===== src/indirect_buffer_pool_submitter_assert.svh =====
// ----------------------------------------------------------------------------
// Assertion macros for the command buffer pool submitter
// Clocked implication checks used by the submitter top level.
// ----------------------------------------------------------------------------
`ifndef INDIRECT_BUFFER_POOL_SUBMITTER_ASSERT_SVH
`define INDIRECT_BUFFER_POOL_SUBMITTER_ASSERT_SVH

// Consequent must hold in the same cycle as the antecedent.
`define IBPS_ASSERT_SAME(label, clk, rst_n, ante, cons, msg) \
    label: assert property (@(posedge clk) disable iff (!rst_n) (ante) |-> (cons)) \
        else $error(msg);

// Consequent must hold in the cycle after the antecedent.
`define IBPS_ASSERT_NEXT(label, clk, rst_n, ante, cons, msg) \
    label: assert property (@(posedge clk) disable iff (!rst_n) (ante) |=> (cons)) \
        else $error(msg);

`endif


===== src/ibps_pkg.sv =====
// ----------------------------------------------------------------------------
// Command buffer pool package
// Sizes, codes, sequencer states and shared structures of the pool submitter.
// ----------------------------------------------------------------------------
package ibps_pkg;

    // Pool geometry.
    localparam int NUM_BUFFERS           = 16;
    localparam int BUFFER_CAPACITY_WORDS = 4096;
    localparam int IDX_W                 = $clog2(NUM_BUFFERS);
    localparam int STEP_W                = $clog2(NUM_BUFFERS + 1);

    // Byte distance between two neighbouring buffers.
    localparam logic [31:0] BUF_STRIDE = 32'(BUFFER_CAPACITY_WORDS * 4);

    // A link holds a buffer index; the top bit marks the empty link.
    typedef logic [IDX_W:0] t_link;
    localparam t_link LINK_NONE = {1'b1, {IDX_W{1'b0}}};

    // Operation codes.
    localparam logic [2:0] FUNC_ALLOC      = 3'd0;
    localparam logic [2:0] FUNC_FREE       = 3'd1;
    localparam logic [2:0] FUNC_SUBMIT     = 3'd2;
    localparam logic [2:0] FUNC_RETIRE     = 3'd3;
    localparam logic [2:0] FUNC_INVALIDATE = 3'd4;

    // Configuration register indexes.
    localparam logic [1:0] CFG_AREA_BASE  = 2'd0;
    localparam logic [1:0] CFG_BUF_HEADER = 2'd1;
    localparam logic [1:0] CFG_TAG_HEADER = 2'd2;

    // Positions in the ring word sequence of a submit.
    localparam logic [2:0] WP_STATE_HDR  = 3'd0;
    localparam logic [2:0] WP_STATE_ADDR = 3'd1;
    localparam logic [2:0] WP_STATE_LEN  = 3'd2;
    localparam logic [2:0] WP_BUF_HDR    = 3'd3;
    localparam logic [2:0] WP_BUF_ADDR   = 3'd4;
    localparam logic [2:0] WP_BUF_LEN    = 3'd5;
    localparam logic [2:0] WP_TAG_HDR    = 3'd6;
    localparam logic [2:0] WP_TAG_VAL    = 3'd7;

    // Sequencer states.
    typedef enum logic [2:0] {
        S_IDLE,
        S_EXEC,
        S_TAG,
        S_LINK,
        S_EMIT,
        S_RETIRE
    } t_state;

    // Request to the shared add/subtract unit.
    typedef struct packed {
        logic        sub;
        logic [31:0] a;
        logic [31:0] b;
    } t_alu_req;

    // Write requests to the link and tag tables.
    typedef struct packed {
        logic             link_we;
        logic [IDX_W-1:0] link_addr;
        t_link            link_data;
        logic             tag_we;
        logic [IDX_W-1:0] tag_addr;
        logic [31:0]      tag_data;
    } t_tbl_wr;

    // Reset value of one link: a chain through all buffers.
    function automatic t_link link_reset_value(input int idx);
        t_link v;
        v = LINK_NONE;
        if (idx + 1 < NUM_BUFFERS) begin
            v = t_link'(idx + 1);
        end
        return v;
    endfunction

    // Byte offset of a buffer from the start of the buffer area.
    function automatic logic [31:0] buf_offset(input logic [3:0] idx);
        return 32'({28'd0, idx}) * BUF_STRIDE;
    endfunction

endpackage


===== src/ibps_alu.sv =====
// ----------------------------------------------------------------------------
// Shared add/subtract unit
// One 32-bit adder used for tag increments, bus addresses and tag compares.
// ----------------------------------------------------------------------------
module ibps_alu (
    input  ibps_pkg::t_alu_req i_req,
    output logic [31:0]        o_y
);
    import ibps_pkg::*;

    // Subtraction also gives the wrap-safe tag distance in its sign bit.
    always_comb begin
        if (i_req.sub) begin
            o_y = i_req.a - i_req.b;
        end else begin
            o_y = i_req.a + i_req.b;
        end
    end

endmodule


===== src/ibps_tables.sv =====
// ----------------------------------------------------------------------------
// Link and tag tables
// Per-buffer next links and fence tags, one shared read address.
// ----------------------------------------------------------------------------
module ibps_tables (
    input  logic                          i_clk,
    input  logic                          i_rst_n,
    input  ibps_pkg::t_tbl_wr             i_wr,
    input  logic [ibps_pkg::IDX_W-1:0]    i_rd_addr,
    output ibps_pkg::t_link               o_link_rd,
    output logic [31:0]                   o_tag_rd
);
    import ibps_pkg::*;

    t_link       r_link [NUM_BUFFERS];
    logic [31:0] r_tag  [NUM_BUFFERS];

    // Link table: reset builds the free chain through every buffer.
    always_ff @(posedge i_clk) begin
        if (!i_rst_n) begin
            for (int i = 0; i < NUM_BUFFERS; i++) begin
                r_link[i] <= link_reset_value(i);
            end
        end else if (i_wr.link_we) begin
            r_link[i_wr.link_addr] <= i_wr.link_data;
        end
    end

    // Tag table: holds nothing meaningful until a submit writes it.
    always_ff @(posedge i_clk) begin
        if (i_wr.tag_we) begin
            r_tag[i_wr.tag_addr] <= i_wr.tag_data;
        end
    end

    // Read port.
    assign o_link_rd = r_link[i_rd_addr];
    assign o_tag_rd  = r_tag[i_rd_addr];

endmodule


===== src/indirect_buffer_pool_submitter.sv =====
// ----------------------------------------------------------------------------
// Command buffer pool submitter
// Free list, fence-tagged list of submitted buffers and ring word generation.
// ----------------------------------------------------------------------------
//  Channel   Ports                                         Transfer when
//  -------   --------------------------------------------  ---------------------
//  command   i_start, o_busy, i_func .. i_done_tag          i_start && !o_busy
//  result    o_strobe, o_command_word .. o_assigned_tag     o_strobe (no stall)
//  config    i_cfg_we, i_cfg_index, i_cfg_data              i_cfg_we
//
//  Alloc, free, invalidate and unused codes are busy for one cycle, and the
//  result is driven in the next, when a new command may already be given.
//  Submit is busy in the execute, tag and link set-up states, then emits one
//  ring word per cycle, 8 or 5 as a state packet is sent or not, as the one
//  shared adder forms tag and addresses; retire frees at most NUM_BUFFERS, one a cycle.
//  Reset is synchronous and rebuilds the link chain at once; no receiver stall.
// ----------------------------------------------------------------------------
module indirect_buffer_pool_submitter (
    input  logic        i_clk,
    input  logic        i_rst_n,
    // Command channel
    input  logic        i_start,
    output logic        o_busy,
    input  logic [2:0]  i_func,
    input  logic [3:0]  i_buffer_index,
    input  logic [12:0] i_buffer_words,
    input  logic [3:0]  i_state_index,
    input  logic [12:0] i_state_words,
    input  logic [31:0] i_done_tag,
    // Result channel
    output logic        o_strobe,
    output logic [31:0] o_command_word,
    output logic        o_last,
    output logic [3:0]  o_granted_index,
    output logic        o_status,
    output logic [4:0]  o_freed_count,
    output logic [31:0] o_assigned_tag,
    // Configuration port
    input  logic        i_cfg_we,
    input  logic [1:0]  i_cfg_index,
    input  logic [31:0] i_cfg_data
);
    import ibps_pkg::*;

    `include "indirect_buffer_pool_submitter_assert.svh"

    // Sequencer and list state
    t_state              r_state, n_state;
    t_link               r_free_head, n_free_head;
    t_link               r_oldest, n_oldest;
    t_link               r_newest, n_newest;
    logic                r_active_vld, n_active_vld;
    logic [3:0]          r_active_idx, n_active_idx;
    logic [31:0]         r_tag_counter, n_tag_counter;
    logic [2:0]          r_k, n_k;
    logic [STEP_W-1:0]   r_steps, n_steps;
    logic [4:0]          r_freed, n_freed;
    logic [13:0]         r_bw_pad, n_bw_pad;

    // Configuration registers
    logic [31:0]         r_area_base;
    logic [31:0]         r_buf_header;
    logic [31:0]         r_tag_header;

    // Latched command
    logic [2:0]          r_func;
    logic [3:0]          r_bidx;
    logic [12:0]         r_bwords;
    logic [3:0]          r_sidx;
    logic [12:0]         r_swords;
    logic [31:0]         r_done;

    // Result registers
    logic                r_strobe, n_strobe;
    logic [31:0]         r_word, n_word;
    logic                r_last, n_last;
    logic [3:0]          r_granted, n_granted;
    logic                r_status, n_status;
    logic [4:0]          r_freed_out, n_freed_out;
    logic [31:0]         r_tag_out, n_tag_out;

    // Shared unit and table interface
    t_alu_req            alu_req;
    logic [31:0]         alu_y;
    t_tbl_wr             tbl_wr;
    logic [IDX_W-1:0]    tbl_rd_addr;
    t_link               link_rd;
    logic [31:0]         tag_rd;

    logic                accept;
    logic                bidx_ok;
    logic                need_state;
    logic                retire_stop;

    assign accept  = i_start && (r_state == S_IDLE);
    assign o_busy  = (r_state != S_IDLE);
    assign bidx_ok = int'(r_bidx) < NUM_BUFFERS;

    // A state packet is sent when a state buffer is asked for and not active.
    assign need_state = (r_swords != 13'd0) &&
                        !(r_active_vld && (r_active_idx == r_sidx));

    // The walk stops at the list end, the step bound or an unreached tag.
    assign retire_stop = r_oldest[IDX_W] || (r_steps == STEP_W'(NUM_BUFFERS)) ||
                         alu_y[31];

    ibps_alu u_alu (
        .i_req (alu_req),
        .o_y   (alu_y)
    );

    ibps_tables u_tables (
        .i_clk     (i_clk),
        .i_rst_n   (i_rst_n),
        .i_wr      (tbl_wr),
        .i_rd_addr (tbl_rd_addr),
        .o_link_rd (link_rd),
        .o_tag_rd  (tag_rd)
    );

    // Next-state logic of the sequencer.
    always_comb begin
        n_state = r_state;
        case (r_state)
            S_IDLE: begin
                if (accept) begin
                    n_state = S_EXEC;
                end
            end
            S_EXEC: begin
                if (r_func == FUNC_SUBMIT && bidx_ok) begin
                    n_state = S_TAG;
                end else if (r_func == FUNC_RETIRE) begin
                    n_state = S_RETIRE;
                end else begin
                    n_state = S_IDLE;
                end
            end
            S_TAG: begin
                n_state = S_LINK;
            end
            S_LINK: begin
                n_state = S_EMIT;
            end
            S_EMIT: begin
                if (r_k == WP_TAG_VAL) begin
                    n_state = S_IDLE;
                end
            end
            S_RETIRE: begin
                if (retire_stop) begin
                    n_state = S_IDLE;
                end
            end
            default: begin
                n_state = S_IDLE;
            end
        endcase
    end

    // Datapath control: list updates, shared unit operands and results.
    always_comb begin
        n_free_head   = r_free_head;
        n_oldest      = r_oldest;
        n_newest      = r_newest;
        n_active_vld  = r_active_vld;
        n_active_idx  = r_active_idx;
        n_tag_counter = r_tag_counter;
        n_k           = r_k;
        n_steps       = r_steps;
        n_freed       = r_freed;
        n_bw_pad      = r_bw_pad;

        n_strobe      = 1'b0;
        n_word        = '0;
        n_last        = 1'b0;
        n_granted     = '0;
        n_status      = 1'b0;
        n_freed_out   = '0;
        n_tag_out     = '0;

        alu_req.sub   = 1'b0;
        alu_req.a     = r_tag_counter;
        alu_req.b     = 32'd1;

        tbl_wr        = '0;
        tbl_rd_addr   = r_free_head[IDX_W-1:0];

        case (r_state)
            S_EXEC: begin
                case (r_func)
                    FUNC_ALLOC: begin
                        n_strobe = 1'b1;
                        n_last   = 1'b1;
                        if (r_free_head[IDX_W]) begin
                            n_status = 1'b1;
                        end else begin
                            n_granted   = 4'(r_free_head[IDX_W-1:0]);
                            n_free_head = link_rd;
                        end
                    end
                    FUNC_FREE: begin
                        n_strobe = 1'b1;
                        n_last   = 1'b1;
                        if (bidx_ok) begin
                            tbl_wr.link_we   = 1'b1;
                            tbl_wr.link_addr = IDX_W'(r_bidx);
                            tbl_wr.link_data = r_free_head;
                            n_free_head      = t_link'(IDX_W'(r_bidx));
                        end
                    end
                    FUNC_SUBMIT: begin
                        if (bidx_ok) begin
                            n_bw_pad = {1'b0, r_bwords} + {13'd0, r_bwords[0]};
                            if (need_state) begin
                                n_active_vld = 1'b1;
                                n_active_idx = r_sidx;
                                n_k          = WP_STATE_HDR;
                            end else begin
                                n_k          = WP_BUF_HDR;
                            end
                        end else begin
                            n_strobe = 1'b1;
                            n_last   = 1'b1;
                        end
                    end
                    FUNC_RETIRE: begin
                        n_steps = '0;
                        n_freed = '0;
                    end
                    FUNC_INVALIDATE: begin
                        n_strobe = 1'b1;
                        n_last   = 1'b1;
                        if (r_active_vld && (r_active_idx == r_sidx)) begin
                            n_active_vld = 1'b0;
                        end
                    end
                    default: begin
                        n_strobe = 1'b1;
                        n_last   = 1'b1;
                    end
                endcase
            end
            S_TAG: begin
                // New fence tag, and the buffer goes to the tail of the sent list.
                n_tag_counter   = alu_y;
                tbl_wr.tag_we   = 1'b1;
                tbl_wr.tag_addr = IDX_W'(r_bidx);
                tbl_wr.tag_data = alu_y;
                if (!r_newest[IDX_W]) begin
                    tbl_wr.link_we   = 1'b1;
                    tbl_wr.link_addr = r_newest[IDX_W-1:0];
                    tbl_wr.link_data = t_link'(IDX_W'(r_bidx));
                end else begin
                    n_oldest = t_link'(IDX_W'(r_bidx));
                end
                n_newest = t_link'(IDX_W'(r_bidx));
            end
            S_LINK: begin
                // The new tail ends the sent list.
                tbl_wr.link_we   = 1'b1;
                tbl_wr.link_addr = IDX_W'(r_bidx);
                tbl_wr.link_data = LINK_NONE;
            end
            S_EMIT: begin
                // One ring word per cycle; the adder forms the bus addresses.
                alu_req.sub = 1'b0;
                alu_req.a   = r_area_base;
                alu_req.b   = buf_offset((r_k == WP_STATE_ADDR) ? r_sidx : r_bidx);
                n_strobe    = 1'b1;
                n_last      = (r_k == WP_TAG_VAL);
                n_tag_out   = r_tag_counter;
                n_k         = r_k + 3'd1;
                case (r_k)
                    WP_STATE_HDR:  n_word = r_buf_header;
                    WP_STATE_ADDR: n_word = alu_y;
                    WP_STATE_LEN:  n_word = {19'd0, r_swords};
                    WP_BUF_HDR:    n_word = r_buf_header;
                    WP_BUF_ADDR:   n_word = alu_y;
                    WP_BUF_LEN:    n_word = {18'd0, r_bw_pad};
                    WP_TAG_HDR:    n_word = r_tag_header;
                    WP_TAG_VAL:    n_word = r_tag_counter;
                    default:       n_word = '0;
                endcase
            end
            S_RETIRE: begin
                // One sent buffer per cycle, oldest first.
                tbl_rd_addr = r_oldest[IDX_W-1:0];
                alu_req.sub = 1'b1;
                alu_req.a   = r_done;
                alu_req.b   = tag_rd;
                if (retire_stop) begin
                    n_strobe    = 1'b1;
                    n_last      = 1'b1;
                    n_freed_out = r_freed;
                end else begin
                    tbl_wr.link_we   = 1'b1;
                    tbl_wr.link_addr = r_oldest[IDX_W-1:0];
                    tbl_wr.link_data = r_free_head;
                    n_free_head      = r_oldest;
                    n_oldest         = link_rd;
                    if (link_rd[IDX_W]) begin
                        n_newest = LINK_NONE;
                    end
                    if (r_freed != 5'd31) begin
                        n_freed = r_freed + 5'd1;
                    end
                    n_steps = r_steps + STEP_W'(1);
                end
            end
            default: begin
            end
        endcase
    end

    // Control registers.
    always_ff @(posedge i_clk) begin
        if (!i_rst_n) begin
            r_state       <= S_IDLE;
            r_free_head   <= '0;
            r_oldest      <= LINK_NONE;
            r_newest      <= LINK_NONE;
            r_active_vld  <= 1'b0;
            r_tag_counter <= '0;
            r_strobe      <= 1'b0;
        end else begin
            r_state       <= n_state;
            r_free_head   <= n_free_head;
            r_oldest      <= n_oldest;
            r_newest      <= n_newest;
            r_active_vld  <= n_active_vld;
            r_tag_counter <= n_tag_counter;
            r_strobe      <= n_strobe;
        end
    end

    // Configuration registers.
    always_ff @(posedge i_clk) begin
        if (!i_rst_n) begin
            r_area_base  <= '0;
            r_buf_header <= '0;
            r_tag_header <= '0;
        end else if (i_cfg_we) begin
            case (i_cfg_index)
                CFG_AREA_BASE:  r_area_base  <= i_cfg_data;
                CFG_BUF_HEADER: r_buf_header <= i_cfg_data;
                CFG_TAG_HEADER: r_tag_header <= i_cfg_data;
                default: begin
                end
            endcase
        end
    end

    // Payload registers: command latch, counters and result fields.
    always_ff @(posedge i_clk) begin
        if (accept) begin
            r_func   <= i_func;
            r_bidx   <= i_buffer_index;
            r_bwords <= i_buffer_words;
            r_sidx   <= i_state_index;
            r_swords <= i_state_words;
            r_done   <= i_done_tag;
        end
        r_active_idx <= n_active_idx;
        r_k          <= n_k;
        r_steps      <= n_steps;
        r_freed      <= n_freed;
        r_bw_pad     <= n_bw_pad;
        r_word       <= n_word;
        r_last       <= n_last;
        r_granted    <= n_granted;
        r_status     <= n_status;
        r_freed_out  <= n_freed_out;
        r_tag_out    <= n_tag_out;
    end

    assign o_strobe        = r_strobe;
    assign o_command_word  = r_word;
    assign o_last          = r_last;
    assign o_granted_index = r_granted;
    assign o_status        = r_status;
    assign o_freed_count   = r_freed_out;
    assign o_assigned_tag  = r_tag_out;

    // Checks on the sequencer and result stream.
    `IBPS_ASSERT_SAME(a_last_frees, i_clk, i_rst_n, o_strobe && o_last, !o_busy, "busy after final result")
    `IBPS_ASSERT_SAME(a_mid_busy, i_clk, i_rst_n, o_strobe && !o_last, o_busy, "idle during a submit")
    `IBPS_ASSERT_NEXT(a_take_busy, i_clk, i_rst_n, i_start && !o_busy, o_busy && !o_strobe, "transfer not taken up")
    `IBPS_ASSERT_SAME(a_empty_alone, i_clk, i_rst_n, o_strobe && o_status, o_last && (o_freed_count == 5'd0) && (o_command_word == 32'd0), "empty flag on a wrong result")

endmodule

===== config.mk =====
export PLATFORM = sky130hd
export DESIGN_NAME = indirect_buffer_pool_submitter
export DESIGN_NICKNAME = d
export VERILOG_FILES = /design/src/ibps_pkg.sv /design/src/ibps_alu.sv /design/src/ibps_tables.sv /design/src/indirect_buffer_pool_submitter.sv
export VERILOG_INCLUDE_DIRS = /design/src /design/src/src
export SDC_FILE = /design/constraint.sdc
export NUM_CORES = 1
export LEC_CHECK = 0
export BUFFER_PORTS_ARGS = -buffer_cell sky130_fd_sc_hd__buf_2
export CAP_MARGIN = 20
export CORE_MARGIN = 1
export CORE_UTILIZATION = 25
export CTS_BUF_LIST = sky130_fd_sc_hd__clkbuf_8
export CTS_CLUSTER_DIAMETER = 50
export CTS_CLUSTER_SIZE = 25
export DETAILED_ROUTE_END_ITERATION = 8
export GPL_ROUTABILITY_DRIVEN = 0
export PLACE_DENSITY = 0.41
export SYNTH_ARGS = -nofsm -noshare
export SYNTH_HDL_FRONTEND = slang
export SYNTH_SLANG_ARGS = --single-unit

===== constraint.sdc =====
create_clock -name i_clk -period 7.6 [get_ports i_clk]
set_clock_uncertainty 0.1 [all_clocks]
set_input_delay 0.38 -clock i_clk [delete_from_list [all_inputs] [get_ports i_clk]]
set_output_delay 0.38 -clock i_clk [all_outputs]
set_load 0.05 [all_outputs]

==> out/summary.md <==
Overall routed net length: 137 mm. The run gives 0 as the global route total overflow. By instance count, the leading cell after synthesis is nand2_1.

The floorplan step defined a die boundary enclosing 157000 um^2. The final period demand of the worst path is 7230 ps. The first global-routing pass estimated 198 mm of wire. Clock-pin slew was measured on the worst setup and hold paths at 90 ps. The class of the tightest hold or removal check was input port to register. The analysis attributes to net switching a power of 2.58 mW. The final hold violation count is 0, and the maximum fanout along the worst path is 17. After the last flow step, the layout net total stands at 3925.

Per report_power, the sequential group accounts for 55.0% of the total. In this run the register-to-register setup slack is 370 ps. In this run, the combinational gates consume 5.9% of the power. In this run the remaining antenna-violating nets after routing total 0.

The worst endpoint required time was 8010 ps; the buffer levels on the longest clock path was 3. The flow ran to the end, and the final reports show no timing, DRC or antenna violations. The tools report the cell at the root of the clock tree as clkbuf_8. STA puts the critical path data arrival time at 7640 ps. The number of synthesized register bits came out at 914. The pin count of the biggest net entering global routing is 98.

For this run, the leading register cell type out of synthesis is edfxtp_1. The tools report the post-synthesis sequential area ratio as 65.0%. STA classifies the critical path startpoint as a register. The proportion of layout cells with a drive suffix above 1 came out at 17.4%. The H-tree was split into 3 levels.

The pre-antenna-repair detailed-routing pass consisted of 6 iterations. The overall global routing resource usage is 17.1%, and the chip height is 396 um. The number of global-route vias before repair came out at 27700.

The area of the mapped netlist is 38800 um^2. The critical path in this run is classified as register to register. Summed over all cells, the static leakage comes to 17.1 nW. The run gives 28100 as the via count of the routed design. The die boundary width is 396 um. Counting every instance in the synthesized netlist gives 3378. For the pin with the worst max-slew slack, the measured transition is 1100 ps. Clock latency on the worst-skew pair, taken at its later pin, is 820 ps. In this run, synthesis inferred 691 flip-flops with an integrated enable. From synthesis to final layout, the design area changed by 21.0%.

Counting the buffers created by CTS gives 105. The average instance in the mapped netlist occupies 11.5 um^2. The number of nets handed over by synthesis was 3529.

The DRC violations left is 0. The HPWL after detailed placement is 89.3 mm. Launch point of the critical path: r_state[1].

The run gives 4 as the number of antenna violations at the first check in global routing. The run gives 81 as the number of unique standard cell types used by synthesis. The path depth of the worst reg2reg path works out to 27.

Remaining max-slew budget at the tightest pin: 26.3%. Measured on the finished design, the core utilization comes to 30.5%. In this run the critical register-to-register path is captured at u_tables.r_link[13][0]. Startpoint of the lowest-slack hold path: i_cfg_index[0]. Summing all multi-input logic gate instances after layout gives 12800 um^2. The achievable clock frequency is 138 MHz. The run gives 0 as the total count of max-transition violations in the final report. The worst register-to-register path begins at r_state[1]. Switching portion of total power: 26.2%. The run gives -211 ps as the setup slack after placement. The final critical-path share of the clock period was 95.1%. The total power divided by cell area works out to 210 nW/um^2. TritonCTS built the clock tree. Buffers placed on the I/O ports in this run total 183. The routed wirelength normalized by instance count came out at 23.1 um.

The logs give 25200 um^2 for the flip-flop and latch area and 7.27 mW for the total internal power. After detailed routing, the number of vias per cell comes to 4.76. The worst-case vdd ir drop is 0.149 mV, and the area share of the leading cell type in the synthesized netlist is 53.5%.

The async set or reset register ratio after synthesis was 0%. The run gives 0 as the number of synthesis warnings. Sorting the synthesized cells by area gives the leading types as edfxtp_1, dfxtp_1, nand2_1, mux2i_1, nand3_1. For the worst path setup slack after routing, the log shows 375 ps. The tools report the nature of the critical path endpoint as a register. The number of setup violations in the final report is 0, and the initial core utilization is 25.2%. The critical path ends at u_tables.r_link[13][0]. For this block, the initial DRC count from the detailed router was 2647.

The total core area is 154000 um^2. The tool flagged a number of max-cap violations equal to 0. The clock network fraction of total power was 39.1%; the count of boundary I/O pins was 184. The cell type with the largest total area after synthesis is edfxtp_1. The cell row count was 144.

After filler insertion, the fill cell instance count of the layout stands at 15800. After synthesis, the most frequently instantiated cells are nand2_1, edfxtp_1, dfxtp_1. The tools report the number of sinks on the clock net as 914.
[stage by stage]
| step | power [mW] | hold slack, ps | instances | setup TNS (ps) | area, um^2 |
|---|---|---|---|---|---|
| 5_1_grt | 10.2 | 67.6 | 5910 | -36.7 | 47000 |
| 3_3_place_gp | 6.07 | 341 | 5593 | -2060 | 43300 |
| 6_report | 9.85 | 96.9 | 5911 | 0 | 47000 |
| 4_1_cts | 9.97 | 0.559 | 5899 | 0 | 46800 |
| 3_5_place_dp | 6.07 | 346 | 5597 | -5920 | 43300 |
| 2_1_floorplan | 5.82 | 336 | 3378 | 0 | 38800 |
[power groups by stage]
stage	combinational, mW	clock (mW)	sequential, mW
after detailed placement	0.537	0	5.54
after global placement	0.539	0	5.54
after CTS	0.581	3.97	5.42
final	0.577	3.85	5.42
after global routing	0.625	4.16	5.43
after floorplan	0.292	0	5.53
[critical path, stage by stage, from the launching register on]
cell and delay, ps:
dfxtp_1 360, nand3b_1 230, buf_12 200, a21oi_4 350, buf_4 330, nand2_1 80
nand3_1 80, nand2_1 50, o21ai_0 360, a21oi_1 210, ha_1 220, and2_1 180
or2_2 320, buf_12 140, nor2b_1 120, ha_1 290, inv_1 50, or3_1 390
or3_1 360, o32a_1 220, and3_1 210, a211o_1 310, o211a_2 220, mux2i_4 270
a21o_1 220, buf_4 150, or4_1 620, nand2_1 230
[layout make-up]
class	instances	share of cell area, %
sequential	914	53.7
multi-input combinational	2193	27.2
timing repair buffer	509	8.13
tap	2044	5.45
clock buffer	108	3.17
clock inverter	90	1.97
inverter	51	0.413
antenna	2	0.0107
[what timing repair did]
action / in CTS / in global routing
pin swaps: 0 / 1
gates resized for setup: 2 / 13
setup endpoints to repair: 118 / 173
hold buffers: 103 / 0
hold endpoints to repair: 187 / 0
setup buffers: 0 / 8
gates cloned: 1 / 1
[cell families after synthesis]
logic type	Yosys count	synth area share [%]
AND/OR/NAND/NOR	1380	15.9
multiplexers	128	3.58
AO/OA/AOI/OAI	590	10.1
adder cells (fa/ha/maj)	44	1.44
buffers and inverters	272	2.81
flip-flops	914	65.0
XOR/XNOR	50	1.13
[metal layers]
layer	vias up	track usage (%)	part of all wire [%]
li1	13200	-	-
met1	14200	22.6	45
met2	636	29.4	50
met3	138	1.66	3.7
met4	0	4.78	2.0
met5	-	0	0
[worst min-delay path by stage]
stage	to	depth (start not counted)
2_1_floorplan	r_area_base[0]	2
3_3_place_gp	r_area_base[13]	2
3_5_place_dp	r_area_base[16]	2
4_1_cts	r_area_base[6]	5
5_1_grt	r_active_vld	3
6_report	r_area_base[1]	5
[flip-flops by register name, indices dropped and copies added (netlist names), 13 cells and up]
name	flops
u_tables.r_tag	512
u_tables.r_link	80
o_assigned_tag	32
o_command_word	32
r_area_base	32
r_buf_header	32
r_done	32
r_tag_counter	32
r_tag_header	32
r_bw_pad	13
r_bwords	13
r_swords	13
[cells in the final DEF, fill, tap and decap left out, drive strengths merged, types with 16 or more instances in the layout]
cell type / netlist / routed
edfxtp: 691 / 691
and3: 67 / 67
nand2b: 20 / 20
nor3: 34 / 34
ha: 43 / 43
inv: 51 / 96
nand3: 211 / 211
buf: 74 / 405
a31oi: 33 / 33
clkbuf: 147 / 109
dfxtp: 223 / 223
nand2: 764 / 764
and2: 29 / 29
a21oi: 216 / 216
a311oi: 45 / 45
dlygate4sd3: 0 / 103
a21o: 29 / 30
xor2: 18 / 18
nor4: 22 / 22
o21ai: 68 / 68
clkinv: 0 / 29
a222oi: 31 / 31
nor2b: 16 / 16
mux2i: 115 / 115
xnor2: 32 / 32
nor2: 144 / 144
a211oi: 37 / 37
No activity file was read; power rests on OpenSTA's default activity.
